--- src/hdl/srr_pkg.sv ---
// Shared types and constants for the strided range reduction block.
package srr_pkg;

   localparam int MAX_LANES   = 1024;
   localparam int LANE_AW     = $clog2(MAX_LANES);
   localparam int LANE_CW     = 48;
   localparam int SIZE_W      = 16;
   localparam int COUNT_W     = 64;
   localparam int SAMPLE_W    = 32;
   localparam int SPREAD_W    = 33;
   localparam int CSR_IDX_W   = 3;
   localparam int QUEUE_AW    = 2;
   localparam int QUEUE_DEPTH = 1 << QUEUE_AW;
   localparam int SETTLE_W    = 2;
   localparam logic [SETTLE_W-1:0] SETTLE_CYCLES = 2'd3;

   typedef enum logic [CSR_IDX_W-1:0] {
      CSR_ROWS        = 3'd0,
      CSR_COLS        = 3'd1,
      CSR_SLICES      = 3'd2,
      CSR_HYPERSLICES = 3'd3,
      CSR_LAYOUT      = 3'd4,
      CSR_DIM         = 3'd5
   } csr_index_type;

   typedef enum logic [1:0] {
      DIM_ROWS        = 2'd0,
      DIM_COLS        = 2'd1,
      DIM_SLICES      = 2'd2,
      DIM_HYPERSLICES = 2'd3
   } dim_type;

   typedef struct packed {
      logic signed [SAMPLE_W-1:0] sample;
      logic [LANE_AW-1:0]         addr;
      logic                       first;
      logic                       last;
      logic                       done;
   } item_type;

endpackage

--- src/hdl/srr_queue.sv ---
// Small request queue between the front and the back of the block.
module srr_queue (
   input  logic              clock,
   input  logic              reset,
   input  logic              push,
   input  srr_pkg::item_type push_item,
   output logic              full,
   input  logic              pop,
   output logic              head_valid,
   output srr_pkg::item_type head_item
);

   srr_pkg::item_type               slot_ff [srr_pkg::QUEUE_DEPTH];
   logic [srr_pkg::QUEUE_AW-1:0]    wr_ptr_ff, wr_ptr_in;
   logic [srr_pkg::QUEUE_AW-1:0]    rd_ptr_ff, rd_ptr_in;
   logic [srr_pkg::QUEUE_AW:0]      count_ff, count_in;

   assign full       = (count_ff == (srr_pkg::QUEUE_AW+1)'(srr_pkg::QUEUE_DEPTH));
   assign head_valid = (count_ff != '0);
   assign head_item  = slot_ff[rd_ptr_ff];

   always_comb begin
      wr_ptr_in = push ? wr_ptr_ff + 1'b1 : wr_ptr_ff;
      rd_ptr_in = pop ? rd_ptr_ff + 1'b1 : rd_ptr_ff;
      count_in  = count_ff;
      if (push && !pop) begin
         count_in = count_ff + 1'b1;
      end else if (pop && !push) begin
         count_in = count_ff - 1'b1;
      end
   end

   always_ff @(posedge clock) begin
      if (reset) begin
         wr_ptr_ff <= '0;
         rd_ptr_ff <= '0;
         count_ff  <= '0;
      end else begin
         wr_ptr_ff <= wr_ptr_in;
         rd_ptr_ff <= rd_ptr_in;
         count_ff  <= count_in;
      end
   end

   always_ff @(posedge clock) begin
      if (push) begin
         slot_ff[wr_ptr_ff] <= push_item;
      end
   end

`ifndef SYNTHESIS
   a_count_bound: assert property (@(posedge clock) disable iff (reset)
      count_ff <= (srr_pkg::QUEUE_AW+1)'(srr_pkg::QUEUE_DEPTH))
      else $error("queue occupancy beyond depth");
`endif

endmodule

--- config.mk ---
export PLATFORM = sky130hd
export DESIGN_NAME = srr_queue
export DESIGN_NICKNAME = d
export VERILOG_FILES = /design/src/hdl/srr_pkg.sv /design/src/hdl/srr_queue.sv
export SDC_FILE = /design/constraint.sdc
export NUM_CORES = 1
export LEC_CHECK = 0
export ABC_AREA = 1
export BUFFER_PORTS_ARGS = -buffer_cell sky130_fd_sc_hd__buf_2
export CAP_MARGIN = 20
export CORE_MARGIN = 10
export CORE_UTILIZATION = 55
export CTS_CLUSTER_DIAMETER = 80
export DETAILED_ROUTE_END_ITERATION = 16
export PLACE_DENSITY = 0.77
export SKIP_CTS_REPAIR_TIMING = 1
export SLEW_MARGIN = 5
export SYNTH_ARGS = -nofsm -noshare
export SYNTH_HDL_FRONTEND = slang
export SYNTH_SLANG_ARGS = --single-unit
export TNS_END_PERCENT = 5
--- constraint.sdc ---
create_clock -name clock -period 2.5 [get_ports clock]
set_input_delay 0.125 -clock clock [delete_from_list [all_inputs] [get_ports clock]]
set_output_delay 0.125 -clock clock [all_outputs]
set_load 0.1 [all_outputs]
==> results.sh, run 1 <==
export IMPL_synth_nets=549
export IMPL_grt_pass1_vias=4489
export IMPL_fin_crit_ns=2.35
export IMPL_maxSlewViolCount=0
export IMPL_crit_type="reg -> out"
export IMPL_synth_top_family_by_area="compound AO/OA/AOI/OAI gates"
export IMPL_cts_tree="yes"
export IMPL_min_path_type="in -> reg"
export IMPL_status="finished, final reports clean"
export IMPL_yosysUniqueCellTypes=22
export IMPL_clkTransAtPathRegs_ns=0.06
export IMPL_nets=690
export IMPL_min_period_over_period=0.939
export IMPL_nFillCells=863
export IMPL_synth_compound_area_frac=0.106
export IMPL_slew_headroom=0.516
export IMPL_max_freq_mhz=426
export IMPL_power_density_nw_per_um2=884
export IMPL_power_mw=7.79
export IMPL_wl_um=15200
export IMPL_ys_seq_area_frac=0.770
export IMPL_multi_input_area_um2=1290
export IMPL_insertion_delay_ns=0.42
export IMPL_antenna_found_initial=0
export IMPL_die_h_um=135
export IMPL_worst_pin_slew_ns=0.724
export IMPL_drcViolationCount=0
export IMPL_ys_top_cells_by_area="edfxtp_1, nor2_1, o21ai_1, o22ai_1, dfxtp_1"
export IMPL_grt_usage=0.166
export IMPL_maxCapViolCount=0
export IMPL_rsz0062_at_grt="no"
export IMPL_gp_congestion=0.723
export IMPL_synth_main_ff_cell="edfxtp_1"
export IMPL_core_um2=12800
export IMPL_portBuffers=95
export IMPL_first_pass_iters=5
export IMPL_tns_ns=0
export IMPL_antenna_cells=0
export IMPL_synth_edf_count=180
export IMPL_start_kind="flop"
export IMPL_wire_per_inst_um=18.6
export IMPL_rows=41
export IMPL_drive_gt1_frac=0.214
export IMPL_grt_max_degree=91
export IMPL_io_pins=96
export IMPL_cts_root_buf="clkbuf_16"
export IMPL_first_iter_violations=450
export IMPL_overflow=0
export IMPL_viasPerCell=5.50
export IMPL_synth_largest_area_cell="edfxtp_1"
export IMPL_crit_arrival_ns=2.22
export IMPL_irDropWorstVdd_mv=0.519
export IMPL_synth_xor_area_frac=0.00121
export IMPL_yosys_warnings=0
export IMPL_dr_total_vias=4499
export IMPL_hold_viol=0
export IMPL_grt_pass1_wl_um=23200
export IMPL_synthSimpleGateAreaFrac=0.0576
export IMPL_synthMuxAreaShare=0
export IMPL_leakagePower_nw=3.18
export IMPL_crit_path_max_fanout=44
export IMPL_synth_seq_cells=189
export IMPL_fin_skew_ns=0.00492
export IMPL_htreeDepth=4
export IMPL_syn_to_final_growth_pct=21.4
export IMPL_seq_area_um2=5590
export IMPL_cp_required_ns=2.38
export IMPL_die_area_um2=18200
export IMPL_syn_area_um2=7250
export IMPL_synthCells=494
export IMPL_numCtsBuffers=17
export IMPL_ant_nets=0
export IMPL_fp_dieW_um=135
export IMPL_finalSetupViolCount=0
export IMPL_synth_top_cell_area_share=0.745
export IMPL_synthArstFlopShare=0
export IMPL_syn_avg_cell_area_um2=14.7
export IMPL_synthAdderAreaFrac=0.0114
export IMPL_cp_end_kind="output pin"
export IMPL_initial_core_util=0.568
export IMPL_hpwlAfterDp_um=8600
export IMPL_clock_path_buffers=2
export IMPL_cts_sinks=189
-- per-stage QoR --
step	area (um^2)	hold WS (ns)	utilization	worst slack, ns	instances
6_report	8810	0.0312	0.689	0.151	818
5_1_grt	8810	0.0457	0.689	0.0106	818
4_1_cts	8350	-0.151	0.653	0.143	772
3_5_place_dp	7760	0.303	0.608	0.604	742
2_1_floorplan	7260	0.197	-	0.182	494
3_3_place_gp	7760	0.298	0.608	0.645	742
-- cells in the mapped netlist (3+ instances only) --
master / count
edfxtp_1: 180
nor2_1: 97
o21ai_1: 60
o22ai_1: 45
o21ai_0: 35
inv_1: 15
nand2_1: 10
dfxtp_1: 9
buf_2: 8
buf_6: 7
buf_12: 5
ha_1: 5
buf_4: 4
buf_8: 4
a21oi_1: 3
-- cells in the final DEF (no fill, tap or decap) --
| master | count |
|---|---|
| dfxtp_4 | 1 |
| nand2_1 | 10 |
| clkbuf_16 | 17 |
| buf_12 | 4 |
| o21ai_0 | 35 |
| dlygate4sd3_1 | 46 |
| clkinv_2 | 5 |
| nor2_1 | 97 |
| nand4_1 | 1 |
| nor3_2 | 1 |
| inv_1 | 11 |
| o21ai_1 | 60 |
| clkbuf_1 | 3 |
| buf_4 | 5 |
| inv_2 | 4 |
| o22ai_1 | 45 |
| fa_1 | 1 |
| inv_12 | 1 |
| a21oi_1 | 3 |
| ha_1 | 5 |
| dfxtp_1 | 7 |
| edfxtp_1 | 180 |
| buf_2 | 95 |
| bufinv_16 | 4 |
| nand3_1 | 1 |
| clkinv_1 | 2 |
| xor2_1 | 1 |
| dfxtp_2 | 1 |
-- kinds of logic after synthesis --
family / after synthesis
AO/OA/AOI/OAI: 143
AND/OR/NAND/NOR: 110
buffers and inverters: 45
flip-flops: 189
XOR/XNOR: 1
adder cells (fa/ha/maj): 6
-- worst max-delay path: stages, from the launching register on --
cell and delay, ns:
dfxtp_4 0.48, buf_4 0.44, o21ai_0 0.16, o22ai_1 0.23, buf_2 0.47
-- flip-flops by register name (all words and copies together) (netlist names), named ones only --
name,flops
wr_ptr_ff,2
rd_ptr_ff,2
slot_ff,180
count_ff,3
-- power by group --
group          leakage (nW)  internal [mW]  switching [mW]
clock network         0.288           1.65            1.03
logic                  1.17          0.271            1.18
registers              1.73           3.61          0.0471
-- final timing paths --
check	startpoint	endpoint	slack, ns	cells past startpoint
max	flop	head_item[6]	0.15	4
min	pop	flop	0.03	3
min reg2reg	rd_ptr_ff[1]$_SDFFE_PP0P_	flop	0.48	1
max reg2reg	wr_ptr_ff[0]$_SDFFE_PP0P_	slot_ff[0][33]$_DFFE_PP_	0.97	5
-- cell type report --
cell class / count / area share
Sequential cell: 189 / 0.635
Clock inverter: 10 / 0.0168
Inverter: 17 / 0.00881
Clock buffer: 20 / 0.0496
Multi-Input combinational cell: 260 / 0.146
Tap cell: 172 / 0.0244
Timing Repair Buffer: 150 / 0.120
-- layer usage --
layer / vias up / GRT usage / routed length, um
met4: 0 / 0.0798 / 316
met5: - / 0 / 0
met3: 29 / 0.0564 / 955
li1: 2122 / - / -
met1: 2208 / 0.186 / 6080
met2: 140 / 0.279 / 7890
(Power assumes the default switching activity.)
==> run 2, diff against run 1 <==
--- a/config.mk
+++ b/config.mk
@@ -9,10 +9,10 @@
 export BUFFER_PORTS_ARGS = -buffer_cell sky130_fd_sc_hd__buf_2
 export CAP_MARGIN = 20
 export CORE_MARGIN = 10
-export CORE_UTILIZATION = 55
+export CORE_UTILIZATION = 35
+export CTS_BUF_LIST = sky130_fd_sc_hd__clkbuf_4 sky130_fd_sc_hd__clkbuf_8
 export CTS_CLUSTER_DIAMETER = 80
 export DETAILED_ROUTE_END_ITERATION = 16
-export PLACE_DENSITY = 0.77
 export SKIP_CTS_REPAIR_TIMING = 1
 export SLEW_MARGIN = 5
 export SYNTH_ARGS = -nofsm -noshare
==> results.sh, run 2 (synthesized netlist as in run 1, its figures left out) <==
export IMPL_status="finished, final reports clean"
export IMPL_route_met3_wl_um=916
export IMPL_final_common_cell="edfxtp_1"
export IMPL_max_freq_mhz=435
export IMPL_layout_common_cells="edfxtp_1, nor2_1, buf_2"
export IMPL_fin_skew_ns=0.0133
export IMPL_power_mw=7.16
export IMPL_finalSetupViolCount=0
export IMPL_gp_congestion=0.732
export IMPL_die_h_um=164
export IMPL_nFillCells=1896
export IMPL_cts_root_buf="clkbuf_8"
export IMPL_rsz0062_at_grt="no"
export IMPL_overflow=0
export IMPL_dpl_cell_count=844
export IMPL_wl_um=15900
export IMPL_first_pass_iters=5
export IMPL_drcViolationCount=0
export IMPL_fin_util=0.433
export IMPL_clkTransAtPathRegs_ns=0.09
export IMPL_htreeDepth=4
export IMPL_crit_arrival_ns=2.17
export IMPL_crit_type="reg -> out"
export IMPL_largest_register="slot_ff"
export IMPL_viasPerCell=4.78
export IMPL_finish_instance_area_um2=8790
export IMPL_met2_length_um=7730
export IMPL_crit_cells=4
export IMPL_min_path_type="in -> reg"
export IMPL_numCtsBuffers=17
export IMPL_power_density_nw_per_um2=815
export IMPL_leakagePower_nw=3.12
export IMPL_crit_chain="buf_4 -> o21ai_0 -> o22ai_1 -> buf_2"
export IMPL_dr_total_vias=4432
export IMPL_critPathBufInv=2
export IMPL_fin_crit_ns=2.30
export IMPL_slowest_stage="dfxtp_4"
export IMPL_drive_gt1_frac=0.227
export IMPL_antenna_found_initial=1
export IMPL_grt_usage=0.118
export IMPL_insertion_delay_ns=0.46
export IMPL_top_regs="slot_ff: 180 flops, count_ff: 3 flops"
export IMPL_pre_cts_ws_ns=0.638
export IMPL_place_area_um2=7920
export IMPL_slew_headroom=0.629
export IMPL_ant_nets=0
export IMPL_min_period_over_period=0.919
export IMPL_core_um2=20300
export IMPL_cts_sinks=189
export IMPL_grt_pass1_vias=4403
export IMPL_io_pins=96
export IMPL_whs_ns=0.0267
export IMPL_fin_ws_ns=0.203
export IMPL_top_layer="met4"
export IMPL_fin_cells=927
export IMPL_tns_ns=0
export IMPL_irDropWorstVdd_mv=0.364
export IMPL_maxCapViolCount=0
export IMPL_first_iter_violations=264
export IMPL_die_area_um2=26900
export IMPL_syn_to_final_growth_pct=21.3
export IMPL_grt_max_degree=91
export IMPL_wire_per_inst_um=17.2
export IMPL_fp_dieW_um=164
export IMPL_cp_end_kind="output pin"
export IMPL_initial_core_util=0.357
export IMPL_cp_required_ns=2.38
export IMPL_worst_pin_slew_ns=0.556
export IMPL_drt_met1_wl_um=7080
export IMPL_rows=52
export IMPL_multi_input_area_um2=1290
export IMPL_crit_path_max_fanout=22
export IMPL_seq_area_um2=5590
export IMPL_hpwlAfterDp_um=9750
export IMPL_hold_viol=0
export IMPL_path_delay_family="buffers and inverters"
export IMPL_cts_tree="yes"
export IMPL_r2r_cells=5
export IMPL_nets=694
export IMPL_cpPeakStageDelay_ns=0.54
export IMPL_grt_pass1_wl_um=24400
export IMPL_min_path_cells=3
export IMPL_largest_register_ffs=180
export IMPL_maxSlewViolCount=0
export IMPL_portBuffers=95
export IMPL_clock_path_buffers=2
export IMPL_start_kind="flop"
[run 2: area by class of cell]
cell class	instances	share of cell area
flip-flops and latches	189	0.636
multi-input cells	260	0.146
repair buffers	154	0.123
well taps	270	0.0384
clock buffers	17	0.0266
clock inverters	15	0.0196
inverters	17	0.00882
diodes	5	0.00142
[run 2: power by group]
group | total [mW] | internal, mW | leakage (nW) | switching [mW]
clock | 2.05 | 0.924 | 0.204 | 1.12
combinational | 1.46 | 0.275 | 1.19 | 1.19
sequential | 3.66 | 3.61 | 1.73 | 0.0484
[run 2: final timing paths]
path	startpoint	endpoint	slack (ns)
worst max-delay path	flop	head_item[18]	0.20
worst min-delay path	pop	flop	0.03
worst max register to register	wr_ptr_ff[0]$_SDFFE_PP0P_	slot_ff[0][2]$_DFFE_PP_	0.86
worst min register to register	rd_ptr_ff[1]$_SDFFE_PP0P_	flop	0.44
[run 2: metal layers]
metal / GRT usage / up-vias
li1: - / 2138
met1: 0.139 / 2165
met2: 0.196 / 113
met3: 0.0456 / 16
met4: 0.0382 / 0
met5: 0 / -
[run 2: worst register-to-register path: cells and delay by family, from the launching register on]
family / cells / cell delay (ns)
AND/OR/NAND/NOR: 1 / 0.06
buffers and inverters: 3 / 0.78
flip-flops: 1 / 0.34
adder cells (fa/ha/maj): 1 / 0.15
